==> config.mk <==
export PLATFORM = sky130hd
export DESIGN_NAME = usb_config_descriptor_endpoint_parser
export DESIGN_NICKNAME = d
export VERILOG_FILES = /design/src/hdl/ucdp_pkg.sv /design/src/hdl/usb_config_descriptor_endpoint_parser.sv /design/src/hdl/ucdp_front.sv /design/src/hdl/ucdp_evq.sv /design/src/hdl/ucdp_back.sv
export SDC_FILE = /design/constraint.sdc
export NUM_CORES = 1
export LEC_CHECK = 0
export ABC_AREA = 1
export BUFFER_PORTS_ARGS = -buffer_cell sky130_fd_sc_hd__buf_4
export CAP_MARGIN = 10
export CORE_UTILIZATION = 41
export CTS_CLUSTER_SIZE = 28
export DETAILED_ROUTE_END_ITERATION = 16
export GPL_ROUTABILITY_DRIVEN = 0
export PLACE_DENSITY = 0.64
export SLEW_MARGIN = 5
export SYNTH_ARGS = -nofsm -noshare
export SYNTH_HDL_FRONTEND = slang
export SYNTH_SLANG_ARGS = --single-unit
==> constraint.sdc <==
create_clock -name clk -period 5.7 [get_ports clk]
set_input_delay 0.855 -clock clk [delete_from_list [all_inputs] [get_ports clk]]
set_output_delay 0.855 -clock clk [all_outputs]
set_load 0.01 [all_outputs]
==> src/hdl/ucdp_pkg.sv <==
// ----------------------------------------------------------------------------
// ucdp_pkg
// Shared types and constants for the configuration descriptor parser.
// ----------------------------------------------------------------------------
package ucdp_pkg;

    // descriptor type codes
    localparam logic [7:0] KIND_CONFIG    = 8'd2;
    localparam logic [7:0] KIND_INTERFACE = 8'd4;
    localparam logic [7:0] KIND_ENDPOINT  = 8'd5;

    // endpoint address fields
    localparam int         DIR_IN_BIT  = 7;
    localparam logic [7:0] EP_NUM_MASK = 8'h0F;

    // result record codes
    localparam logic REC_ENDPOINT = 1'b0;
    localparam logic REC_SUMMARY  = 1'b1;

    localparam int EVQ_DEPTH = 4;

    // one byte's worth of work for the back end
    typedef struct packed {
        logic        complete;
        logic [7:0]  kind;
        logic [7:0]  address;
        logic [7:0]  attributes;
        logic [15:0] size;
        logic        zero_len;
        logic        last;
        logic        trunc;
    } event_t;

    // one result record
    typedef struct packed {
        logic        record_type;
        logic [3:0]  interface_slot;
        logic        direction_in;
        logic [1:0]  endpoint_slot;
        logic [3:0]  endpoint_number;
        logic [15:0] max_packet_size;
        logic [7:0]  endpoint_attributes;
        logic [4:0]  interface_count;
        logic        malformed;
        logic        last_result;
    } result_t;

endpackage

==> src/hdl/usb_config_descriptor_endpoint_parser.sv <==
// ----------------------------------------------------------------------------
// usb_config_descriptor_endpoint_parser
// Parses a configuration descriptor byte stream into endpoint records and
// an end-of-buffer summary.
// ----------------------------------------------------------------------------
//  channel   handshake     payload
//  bytes     push / full   data_byte, last_byte
//  records   pop / empty   record_type ... last_result
//
//  one byte per cycle while full is low; a final byte that also completes an
//  endpoint gives its record, then the summary, one per cycle given room.
//  the front end registers the descriptor framing; a four-entry event queue
//  separates it from the interface and endpoint bookkeeping.
//  full rises only when the event queue fills behind a stalled result side.
//  reset clears all parse state, both queues and the pending results.
// ----------------------------------------------------------------------------
module usb_config_descriptor_endpoint_parser
#(
    parameter int MAX_INTERFACES          = 4,
    parameter int ENDPOINTS_PER_DIRECTION = 4
)
(
    input  logic        clk,
    input  logic        rst_n,
    input  logic        push,
    output logic        full,
    input  logic [7:0]  data_byte,
    input  logic        last_byte,
    output logic        empty,
    input  logic        pop,
    output logic        record_type,
    output logic [3:0]  interface_slot,
    output logic        direction_in,
    output logic [1:0]  endpoint_slot,
    output logic [3:0]  endpoint_number,
    output logic [15:0] max_packet_size,
    output logic [7:0]  endpoint_attributes,
    output logic [4:0]  interface_count,
    output logic        malformed,
    output logic        last_result
);
    import ucdp_pkg::*;

    logic    take;
    logic    fe_valid;
    event_t  fe_evt;
    logic    q_valid;
    event_t  q_evt;
    logic    q_pop;
    result_t res;

    // byte transaction accepted
    assign take = push && !full;

    ucdp_front u_front
    (
        .clk       (clk),
        .rst_n     (rst_n),
        .take      (take),
        .data_byte (data_byte),
        .last_byte (last_byte),
        .evt_valid (fe_valid),
        .evt       (fe_evt)
    );

    ucdp_evq u_evq
    (
        .clk      (clk),
        .rst_n    (rst_n),
        .wr_en    (fe_valid),
        .wr_data  (fe_evt),
        .full     (full),
        .rd_en    (q_pop),
        .rd_valid (q_valid),
        .rd_data  (q_evt)
    );

    ucdp_back
    #(
        .MAX_INTERFACES          (MAX_INTERFACES),
        .ENDPOINTS_PER_DIRECTION (ENDPOINTS_PER_DIRECTION)
    )
    u_back
    (
        .clk       (clk),
        .rst_n     (rst_n),
        .evt_valid (q_valid),
        .evt       (q_evt),
        .evt_pop   (q_pop),
        .empty     (empty),
        .pop       (pop),
        .result    (res)
    );

    // result fields
    assign record_type         = res.record_type;
    assign interface_slot      = res.interface_slot;
    assign direction_in        = res.direction_in;
    assign endpoint_slot       = res.endpoint_slot;
    assign endpoint_number     = res.endpoint_number;
    assign max_packet_size     = res.max_packet_size;
    assign endpoint_attributes = res.endpoint_attributes;
    assign interface_count     = res.interface_count;
    assign malformed           = res.malformed;
    assign last_result         = res.last_result;

endmodule

==> src/hdl/ucdp_front.sv <==
// ----------------------------------------------------------------------------
// ucdp_front
// Splits the byte stream into descriptors by their length bytes and hands
// each completed descriptor, zero length byte or buffer end to the back end.
// ----------------------------------------------------------------------------
module ucdp_front
(
    input  logic             clk,
    input  logic             rst_n,
    input  logic             take,
    input  logic [7:0]       data_byte,
    input  logic             last_byte,
    output logic             evt_valid,
    output ucdp_pkg::event_t evt
);
    import ucdp_pkg::*;

    logic [7:0]  offset_reg, offset_next;
    logic [7:0]  length_reg, length_next;
    logic [7:0]  kind_reg, kind_next;
    logic [7:0]  addr_reg, addr_next;
    logic [7:0]  attr_reg, attr_next;
    logic [15:0] size_reg, size_next;
    logic        stopped_reg, stopped_next;
    logic        complete;
    logic        zero_len;

    // byte classification and capture
    always_comb
    begin
        offset_next  = offset_reg;
        length_next  = length_reg;
        kind_next    = kind_reg;
        addr_next    = addr_reg;
        attr_next    = attr_reg;
        size_next    = size_reg;
        stopped_next = stopped_reg;
        complete     = 1'b0;
        zero_len     = 1'b0;
        if (!stopped_reg)
        begin
            unique case (offset_reg)
                8'd0:
                begin
                    if (data_byte == 8'd0)
                    begin
                        stopped_next = 1'b1;
                        zero_len     = 1'b1;
                    end
                    else
                    begin
                        length_next = data_byte;
                        kind_next   = 8'd0;
                        addr_next   = 8'd0;
                        attr_next   = 8'd0;
                        size_next   = 16'd0;
                    end
                end
                8'd1:    kind_next = data_byte;
                8'd2:    addr_next = data_byte;
                8'd3:    attr_next = data_byte;
                8'd4:    size_next = {size_reg[15:8], data_byte};
                8'd5:    size_next = {data_byte, size_reg[7:0]};
                default: ;
            endcase
            if (!stopped_next)
            begin
                if ({1'b0, offset_reg} + 9'd1 >= {1'b0, length_next})
                begin
                    offset_next = 8'd0;
                    complete    = 1'b1;
                end
                else
                begin
                    offset_next = offset_reg + 8'd1;
                end
            end
        end
    end

    // event toward the back end
    always_comb
    begin
        evt.complete   = complete;
        evt.kind       = kind_next;
        evt.address    = addr_next;
        evt.attributes = attr_next;
        evt.size       = size_next;
        evt.zero_len   = zero_len;
        evt.last       = last_byte;
        evt.trunc      = last_byte && !stopped_next && (offset_next != 8'd0);
        evt_valid      = take && (complete || zero_len || last_byte);
    end

    // parse state, cleared at buffer end
    always_ff @(posedge clk or negedge rst_n)
    begin
        if (!rst_n)
        begin
            offset_reg  <= 8'd0;
            length_reg  <= 8'd0;
            kind_reg    <= 8'd0;
            addr_reg    <= 8'd0;
            attr_reg    <= 8'd0;
            size_reg    <= 16'd0;
            stopped_reg <= 1'b0;
        end
        else if (take)
        begin
            if (last_byte)
            begin
                offset_reg  <= 8'd0;
                length_reg  <= 8'd0;
                kind_reg    <= 8'd0;
                addr_reg    <= 8'd0;
                attr_reg    <= 8'd0;
                size_reg    <= 16'd0;
                stopped_reg <= 1'b0;
            end
            else
            begin
                offset_reg  <= offset_next;
                length_reg  <= length_next;
                kind_reg    <= kind_next;
                addr_reg    <= addr_next;
                attr_reg    <= attr_next;
                size_reg    <= size_next;
                stopped_reg <= stopped_next;
            end
        end
    end

endmodule

==> src/hdl/ucdp_evq.sv <==
// ----------------------------------------------------------------------------
// ucdp_evq
// Short event queue between the front and back ends.
// ----------------------------------------------------------------------------
module ucdp_evq
(
    input  logic             clk,
    input  logic             rst_n,
    input  logic             wr_en,
    input  ucdp_pkg::event_t wr_data,
    output logic             full,
    input  logic             rd_en,
    output logic             rd_valid,
    output ucdp_pkg::event_t rd_data
);
    import ucdp_pkg::*;

    localparam int PtrW = $clog2(EVQ_DEPTH);

    event_t          mem [EVQ_DEPTH];
    logic [PtrW-1:0] wr_ptr_reg;
    logic [PtrW-1:0] rd_ptr_reg;
    logic [PtrW:0]   count_reg;

    assign full     = (count_reg == (PtrW+1)'(EVQ_DEPTH));
    assign rd_valid = (count_reg != '0);
    assign rd_data  = mem[rd_ptr_reg];

    // storage
    always_ff @(posedge clk)
    begin
        if (wr_en)
        begin
            mem[wr_ptr_reg] <= wr_data;
        end
    end

    // pointers and fill level
    always_ff @(posedge clk or negedge rst_n)
    begin
        if (!rst_n)
        begin
            wr_ptr_reg <= '0;
            rd_ptr_reg <= '0;
            count_reg  <= '0;
        end
        else
        begin
            if (wr_en)
            begin
                wr_ptr_reg <= wr_ptr_reg + 1'b1;
            end
            if (rd_en)
            begin
                rd_ptr_reg <= rd_ptr_reg + 1'b1;
            end
            priority if (wr_en && !rd_en)
            begin
                count_reg <= count_reg + 1'b1;
            end
            else if (rd_en && !wr_en)
            begin
                count_reg <= count_reg - 1'b1;
            end
        end
    end

endmodule

==> src/hdl/ucdp_back.sv <==
// ----------------------------------------------------------------------------
// ucdp_back
// Tracks interfaces and endpoint slots, builds endpoint records and the
// buffer summary, and holds them in a two-entry result queue.
// ----------------------------------------------------------------------------
module ucdp_back
#(
    parameter int MAX_INTERFACES          = 4,
    parameter int ENDPOINTS_PER_DIRECTION = 4
)
(
    input  logic              clk,
    input  logic              rst_n,
    input  logic              evt_valid,
    input  ucdp_pkg::event_t  evt,
    output logic              evt_pop,
    output logic              empty,
    input  logic              pop,
    output ucdp_pkg::result_t result
);
    import ucdp_pkg::*;

    localparam int IfW = $clog2(MAX_INTERFACES + 1);
    localparam int EpW = $clog2(ENDPOINTS_PER_DIRECTION + 1);

    logic [4:0]     declared_reg, declared_next;
    logic [IfW-1:0] opened_reg, opened_next;
    logic [EpW-1:0] in_used_reg, in_used_next;
    logic [EpW-1:0] out_used_reg, out_used_next;
    logic           inside_reg, inside_next;
    logic           stopped_reg, stopped_next;
    logic           malformed_reg, malformed_next;
    logic           phase_reg;

    result_t        oq [2];
    logic           oq_wr_reg;
    logic           oq_rd_reg;
    logic [1:0]     oq_count_reg;

    logic           act;
    logic           is_in;
    logic [EpW-1:0] used_cur;
    logic           rec;
    logic           room;
    logic           fire;
    logic           emit;
    logic           deq;
    result_t        res;

    assign act      = evt_valid && !stopped_reg && !phase_reg;
    assign is_in    = evt.address[DIR_IN_BIT];
    assign used_cur = is_in ? in_used_reg : out_used_reg;
    assign rec      = act && evt.complete && (evt.kind == KIND_ENDPOINT) && inside_reg
                      && (used_cur < EpW'(ENDPOINTS_PER_DIRECTION));

    // descriptor bookkeeping
    always_comb
    begin
        declared_next  = declared_reg;
        opened_next    = opened_reg;
        in_used_next   = in_used_reg;
        out_used_next  = out_used_reg;
        inside_next    = inside_reg;
        stopped_next   = stopped_reg;
        malformed_next = malformed_reg;
        if (act)
        begin
            if (evt.zero_len)
            begin
                stopped_next   = 1'b1;
                malformed_next = 1'b1;
            end
            if (evt.complete)
            begin
                priority if (evt.kind == KIND_CONFIG)
                begin
                    if (evt.size[7:0] > 8'(MAX_INTERFACES))
                    begin
                        declared_next = 5'(MAX_INTERFACES);
                    end
                    else
                    begin
                        declared_next = evt.size[4:0];
                    end
                    inside_next = 1'b0;
                end
                else if (evt.kind == KIND_INTERFACE)
                begin
                    if (opened_reg >= IfW'(MAX_INTERFACES))
                    begin
                        stopped_next = 1'b1;
                        inside_next  = 1'b0;
                    end
                    else
                    begin
                        opened_next   = opened_reg + 1'b1;
                        inside_next   = 1'b1;
                        in_used_next  = '0;
                        out_used_next = '0;
                    end
                end
                else if (rec)
                begin
                    if (is_in)
                    begin
                        in_used_next = in_used_reg + 1'b1;
                    end
                    else
                    begin
                        out_used_next = out_used_reg + 1'b1;
                    end
                end
                else
                begin
                end
            end
            if (evt.trunc)
            begin
                malformed_next = 1'b1;
            end
        end
    end

    // record selection: endpoint first, summary after
    always_comb
    begin
        res = '0;
        if (rec)
        begin
            res.record_type         = REC_ENDPOINT;
            res.interface_slot      = 4'(opened_reg - 1'b1);
            res.direction_in        = is_in;
            res.endpoint_slot       = 2'(used_cur);
            res.endpoint_number     = 4'(evt.address & EP_NUM_MASK);
            res.max_packet_size     = evt.size;
            res.endpoint_attributes = evt.attributes;
            res.last_result         = !evt.last;
        end
        else
        begin
            res.record_type     = REC_SUMMARY;
            res.interface_count = declared_next;
            res.malformed       = malformed_next;
            res.last_result     = 1'b1;
        end
    end

    assign room    = (oq_count_reg != 2'd2) || pop;
    assign fire    = evt_valid && room;
    assign emit    = fire && (rec || evt.last || phase_reg);
    assign deq     = fire && !(rec && evt.last);
    assign evt_pop = deq;

    // tracking state, cleared after the summary
    always_ff @(posedge clk or negedge rst_n)
    begin
        if (!rst_n)
        begin
            declared_reg  <= '0;
            opened_reg    <= '0;
            in_used_reg   <= '0;
            out_used_reg  <= '0;
            inside_reg    <= 1'b0;
            stopped_reg   <= 1'b0;
            malformed_reg <= 1'b0;
            phase_reg     <= 1'b0;
        end
        else if (fire)
        begin
            if (deq && evt.last)
            begin
                declared_reg  <= '0;
                opened_reg    <= '0;
                in_used_reg   <= '0;
                out_used_reg  <= '0;
                inside_reg    <= 1'b0;
                stopped_reg   <= 1'b0;
                malformed_reg <= 1'b0;
                phase_reg     <= 1'b0;
            end
            else
            begin
                declared_reg  <= declared_next;
                opened_reg    <= opened_next;
                in_used_reg   <= in_used_next;
                out_used_reg  <= out_used_next;
                inside_reg    <= inside_next;
                stopped_reg   <= stopped_next;
                malformed_reg <= malformed_next;
                phase_reg     <= !deq;
            end
        end
    end

    // result queue storage
    always_ff @(posedge clk)
    begin
        if (emit)
        begin
            oq[oq_wr_reg] <= res;
        end
    end

    // result queue pointers
    always_ff @(posedge clk or negedge rst_n)
    begin
        if (!rst_n)
        begin
            oq_wr_reg    <= 1'b0;
            oq_rd_reg    <= 1'b0;
            oq_count_reg <= 2'd0;
        end
        else
        begin
            if (emit)
            begin
                oq_wr_reg <= !oq_wr_reg;
            end
            if (pop && !empty)
            begin
                oq_rd_reg <= !oq_rd_reg;
            end
            priority if (emit && !(pop && !empty))
            begin
                oq_count_reg <= oq_count_reg + 2'd1;
            end
            else if (!emit && pop && !empty)
            begin
                oq_count_reg <= oq_count_reg - 2'd1;
            end
        end
    end

    assign empty  = (oq_count_reg == 2'd0);
    assign result = oq[oq_rd_reg];

endmodule

==> impl_metrics.tcl, run 1 <==
set metrics [dict create \
    antenna_found_initial 0 \
    finalSetupViolCount 0 \
    power_mw 9.21 \
    end_kind "register" \
    place_ws_ps 820 \
    worst_slack_ps 1290 \
    synth_edf_count 250 \
    cts_hold_buf 0 \
    wl_per_cell_um 16.3 \
    path_cells "inv_1 -> ha_1 -> nand2_1 -> nor2_4 -> o21ai_1 -> o21ai_0 -> ha_1 -> nand2_1 -> a21oi_1 -> nor2_1 -> nor2_1 -> nor2_4 -> nand3_2 -> nand2_2 -> nand3b_1 -> nand2_2 -> inv_2 -> ha_1 -> inv_1 -> fa_1 -> a21oi_1 -> o21ai_0 -> xor2_1" \
    initial_utilization 0.422 \
    busiest_layer "met2" \
    yosys.area_share.xor_xnor 0.00596 \
    max_freq_ghz 0.227 \
    min_period_ps 4410 \
    n_antenna_cell 0 \
    critical_path.most_common_cell "ha_1" \
    post_cts_buffers 0 \
    root_buffer "clkbuf_16" \
    hold_viol 0 \
    grt_pass1_vias 9476 \
    rows 68 \
    p_leak_nw 7.04 \
    synthesis.area_sq_um 14700 \
    drt-vias-per-instance 5.12 \
    min_path_type "in -> async" \
    cts_buffer_depth 3 \
    synth_area_leaders "edfxtp_1 51%, dfrtp_1 14%, nand2_1 8.3%" \
    drtPass1Iterations 5 \
    tightest_slew_ps 1020 \
    cts.sinks 333 \
    finalWirelength_mm 31.7 \
    cts_tree "built" \
    layout-drive-gt1-share 0.131 \
    synthDominantCellAreaShare 0.510 \
    ys.warnings.count 0 \
    drc_errors 0 \
    slowest_delay_ps 480 \
    synth_cells 1397 \
    core_area_sq_um 34900 \
    met3_usage 0.0299 \
    synthAdderAreaFrac 0.0201 \
    gr-total-overflow 0 \
    drt-initial-drc-count 794 \
    synth-compound-area-share 0.0914 \
    fin_setup_tns_ps 0 \
    synth_cell_type_count 54 \
    power_density_nw_per_um2 545 \
    synth_nets 1433 \
    ant_nets 0 \
    slew_violations 0 \
    num_vias 9942 \
    portBuffers 57 \
    critPathKind "reg -> reg" \
    fin_nets 1493 \
    synth_top_flop_cell "edfxtp_1" \
    synth_area_per_cell_sq_um 10.5 \
    die_x_um 191 \
    maxCapViolCount 0 \
    status "complete, no violations" \
    cts_made_buffers 37 \
    pin_count 58 \
    max_slew_margin 0.317 \
    critPathLaunchType "register" \
    grt_pass1_wl_mm 50.7 \
    dieArea_sq_um 36600 \
    layout_worst_path_cycle_share 0.774 \
    grtUsageMet1 0.257 \
    synth.area.mux_share 0.000766 \
    area_delta_synth_final_pct 14.8 \
    grt_max_degree 82 \
    vdd.ir_drop.worst_mv 0.293 \
    clk_latency_ps 530 \
    worstPathRequired_ps 6090 \
    ys_ff_latch 333 \
    n_fill_cell 3135 \
    rsz0062_at_grt "no" \
    yosys.area.top_type "edfxtp_1" \
    async_flop_share 0.249 \
    grt.total_usage 0.178 \
    path_clk_slew_ps 60 \
    hpwl_mm 20.5 \
    path_max_fanout 16 \
    synth_top_family_by_area "simple AND/OR/NAND/NOR gates" \
    cp_slowest_cell "dfrtp_1" \
    cts_resized 0 \
    cp.arrival_ps 4800 \
    synth_seq_area_share 0.652 \
    met2_usage 0.275 \
    fp.dieH_um 191 \
    finalClockSkew_ps 21.0 \
    synthSimpleGateAreaFrac 0.173 \
    largest_reg_flops 164 \
    cts-htree-levels 2 \
]
[per-layer routing]
layer / part of all wire / vias to the layer above / wire, um
li1: - / 4832 / -
met4: 0.020 / 0 / 646
met5: 0 / - / 0
met2: 0.45 / 293 / 14200
met3: 0.065 / 56 / 2070
met1: 0.47 / 4761 / 14800
[final timing paths]
path | slack [ps] | depth (start not counted) | endpoint | startpoint
max | 1290 | 23 | u_evq.count_reg[2] | u_front.offset_reg[0]
min | 240 | 1 | u_front.length_reg[7] | rst_n
max reg2reg | 1290 | 23 | u_evq.count_reg[2] | u_front.offset_reg[0]
min reg2reg | 470 | 1 | u_back.oq_rd_reg | u_back.oq_rd_reg
max in group asynchronous | 4300 | 2 | u_evq.rd_ptr_reg[0] | rst_n
min in group clk | 470 | 1 | u_back.oq_rd_reg | u_back.oq_rd_reg
[per-stage QoR]
step,hold slack (ps),cell area [sq um],std cells,util
2_1_floorplan,449,14700,1397,-
3_3_place_gp,460,15600,1873,0.447
3_5_place_dp,466,15600,1873,0.447
4_1_cts,249,16900,1941,0.484
5_1_grt,265,16900,1941,0.484
6_report,243,16900,1941,0.484
[power by group]
| part | switching (mW) | internal, mW |
|---|---|---|
| registers | 0.181 | 3.32 |
| logic | 2.21 | 1.04 |
| clock network | 0.957 | 1.50 |
| total | 3.35 | 5.86 |
[kinds of logic (layout without fill, tap and decap cells)]
family | count (synthesis) | in the layout
AO/OA/AOI/OAI | 233 | 233
XOR/XNOR | 10 | 10
adder cells (fa/ha/maj) | 23 | 23
buffers and inverters | 202 | 291
flip-flops | 333 | 333
multiplexers | 1 | 1
AND/OR/NAND/NOR | 595 | 595
[Yosys cell counts, types with 2 or more instances]
library cell	count
nand4_1	11
o211ai_1	2
o22a_1	2
o21ai_0	103
a21oi_1	40
o22ai_1	18
xor2_1	9
a22o_1	8
inv_2	5
buf_6	8
nand3_1	39
inv_1	141
nand2_2	13
ha_1	22
clkinv_1	2
nand2_1	325
o31ai_1	2
a211oi_1	2
buf_1	6
clkbuf_1	29
or2_0	2
a21o_1	2
nand2_4	3
o21ai_1	26
buf_2	7
nand3_2	6
nor2_1	169
dfrtp_1	83
nor3_1	6
nor2_4	7
nand3b_1	5
edfxtp_1	250
a22oi_1	11
o21ai_2	4
o32ai_1	8
nor2_2	3
[final cells by class]
| class | count | area, sq um | area share |
|---|---|---|---|
| clock buffers | 44 | 1000 | 0.0594 |
| clock inverters | 24 | 278 | 0.0165 |
| inverters | 151 | 576 | 0.0341 |
| multi-input cells | 862 | 4330 | 0.257 |
| flip-flops and latches | 333 | 9590 | 0.568 |
| well taps | 455 | 569 | 0.0337 |
| repair buffers | 72 | 541 | 0.0320 |
[critical path: cells and delay by family (launching register included)]
kind            cells  cell delay [ps]
compound gates      5             1100
buf+inv             3              320
fa+ha+maj           4             1180
simple gates       10             1050
flops               1              480
xor+xnor            1              160
[layout by cell type (no fill, tap or decap), drive strengths merged]
cell      synthesis  routed
a211oi            2       2
a21boi            1       1
a21o              2       2
a21oi            41      41
a22o              8       8
a22oi            11      11
buf              22      72
bufinv            0       5
clkbuf           29      44
clkinv            3      18
clkinvlp          0       3
dfrtp            83      83
edfxtp          250     250
fa                1       1
ha               22      22
inv             148     149
mux2              1       1
nand2           341     341
nand3            46      46
nand3b            5       5
nand4            12      12
nor2            179     179
nor3              7       7
nor4              2       2
o211ai            3       3
o21ai           133     133
o221ai            1       1
o22a              2       2
o22ai            18      18
o31ai             3       3
o32ai             8       8
or2               3       3
xnor2             1       1
xor2              9       9
Power figures use the tool's default switching activity.
==> run 2: changes to the inputs <==
Clock period 5.7 ns to 4.1 ns, I/O delays scaled along.
==> impl_metrics.tcl, run 2 (same netlist as run 1, synthesis figures left out) <==
set metrics [dict create \
    ant_nets 0 \
    clk_latency_ps 540 \
    gr-total-overflow 0 \
    cts_tree "built" \
    dp.cells 1885 \
    critPathKind "reg -> reg" \
    die_x_um 191 \
    drtPass1Iterations 6 \
    finalSetupViolCount 0 \
    portBuffers 57 \
    grt_max_degree 74 \
    crit_family "simple AND/OR/NAND/NOR gates" \
    drc_errors 0 \
    fin_nets 1506 \
    worst_slack_ps 312 \
    cts-htree-levels 2 \
    crit_path_start "u_front.offset_reg[4]" \
    grt.total_usage 0.178 \
    timing.rr.start "u_front.offset_reg[4]" \
    whs_ps 176 \
    core_area_sq_um 34900 \
    p_leak_nw 7.14 \
    power_density_nw_per_um2 762 \
    cts_made_buffers 37 \
    area_delta_synth_final_pct 16.4 \
    pin_count 58 \
    final-instance-count-excl-fill 1954 \
    cts.sinks 333 \
    dieArea_sq_um 36600 \
    vdd.ir_drop.worst_mv 0.353 \
    n_antenna_cell 0 \
    drt-initial-drc-count 745 \
    grt_pass1_wl_mm 50.5 \
    worstPathRequired_ps 4510 \
    place_ws_ps 121 \
    min_path_type "in -> async" \
    p_int_mw 8.32 \
    path_max_fanout 15 \
    cts_hold_buf 0 \
    initial_utilization 0.422 \
    crit_buf_inv 3 \
    n_fill_cell 3119 \
    cp.arrival_ps 4200 \
    fin_setup_tns_ps 0 \
    layout_worst_path_cycle_share 0.924 \
    finalClockSkew_ps 18.3 \
    finalWirelength_mm 31.7 \
    place_area_sq_um 15800 \
    num_vias 9908 \
    comb_power_share 0.363 \
    seqCellArea_sq_um 9590 \
    grt_pass1_vias 9254 \
    wl_per_cell_um 16.2 \
    tightest_slew_ps 817 \
    postLayoutCoreUtil 0.491 \
    slowest_delay_ps 440 \
    status "complete, no violations" \
    hold_viol 0 \
    fp.dieH_um 191 \
    multiInputGateArea_sq_um 4350 \
    antenna_found_initial 0 \
    drt-vias-per-instance 5.07 \
    rsz0062_at_grt "no" \
    fin_area_sq_um 17100 \
    most-common-layout-cells "325 x nand2_1, 250 x edfxtp_1, 161 x nor2_1, 140 x inv_1, 101 x o21ai_0" \
    largest_reg_flops 164 \
    max_freq_ghz 0.264 \
    switchingPower_mw 4.71 \
    critPathLaunchType "register" \
    max_slew_margin 0.454 \
    cts_buffer_depth 3 \
    power_mw 13.0 \
    p_seq_frac 0.373 \
    layout-drive-gt1-share 0.139 \
    rows 68 \
    path_clk_slew_ps 60 \
    slew_violations 0 \
    end_kind "register" \
    hpwl_mm 20.7 \
    layout_commonest_cell "nand2_1" \
    clkPwrFrac 0.264 \
    min_period_ps 3790 \
    root_buffer "clkbuf_16" \
    maxCapViolCount 0 \
    path_cells "nor2_1 -> nand3_4 -> nor2_4 -> o21ai_2 -> buf_6 -> nand2_1 -> o21ai_1 -> ha_1 -> nand2_1 -> a21oi_1 -> nor2_1 -> nor2_2 -> nor2_4 -> nand3_4 -> nand2_2 -> nand3b_1 -> nand2_2 -> inv_2 -> ha_1 -> inv_1 -> fa_1 -> a21oi_1 -> o21ai_0 -> xor2_1" \
    cp_slowest_cell "fa_1" \
    swShare 0.361 \
]
run 2: changes by cell type in the layout (fill, tap and decap cells not counted), moves of 3 or more:
cell and change:
clkinvlp_4 -3, buf_12 +8, buf_4 +4, clkbuf_1 +5, clkinv_2 -3
run 2: cell type report:
cell class	instances	area share
tap	455	0.0333
sequential	333	0.560
clock inverter	18	0.0145
multi-input combinational	862	0.254
clock buffer	50	0.0605
timing repair buffer	85	0.0434
inverter	151	0.0336
run 2: worst register-to-register path: stages, from the launching register on:
cell	delay (ps)
dfrtp_1	410
nor2_1	200
nand3_4	150
nor2_4	190
o21ai_2	90
buf_6	150
nand2_1	70
o21ai_1	90
ha_1	340
nand2_1	80
a21oi_1	130
nor2_1	70
nor2_2	150
nor2_4	70
nand3_4	120
nand2_2	70
nand3b_1	90
nand2_2	60
inv_2	80
ha_1	140
inv_1	80
fa_1	440
a21oi_1	140
o21ai_0	110
xor2_1	150
run 2: power groups by stage:
| stage | clock network, mW | registers, mW | logic, mW |
|---|---|---|---|
| after CTS | 3.50 | 4.86 | 4.77 |
| final | 3.44 | 4.86 | 4.73 |
| after global placement | 0 | 4.91 | 4.67 |
| after global routing | 3.64 | 4.93 | 5.33 |
| after detailed placement | 0 | 4.93 | 4.76 |
| after floorplan | 0 | 4.90 | 3.18 |
run 2: layer usage:
metal / vias up / part of all wire / global-route usage
met1: 4738 / 0.47 / 0.257
met2: 261 / 0.45 / 0.269
met3: 55 / 0.060 / 0.0341
li1: 4854 / - / -
met5: - / 0 / 0
met4: 0 / 0.024 / 0.0580
run 2: worst paths after layout:
kind / endpoint / slack [ps] / cells after the start
worst max register to register: u_evq.count_reg[2] / 310 / 24
worst min-delay path: u_evq.count_reg[0] / 180 / 1
worst max-delay path: u_evq.count_reg[2] / 310 / 24
min in group clk: u_evq.mem[1][1] / 370 / 1
worst min register to register: u_front.attr_reg[1] / 480 / 2
max in group asynchronous: u_front.attr_reg[1] / 3070 / 2
run 2: timing repair:
item	4_1_cts	5_1_grt
setup buffers	0	1
resized for setup	0	10
setup endpoints to repair	0	2
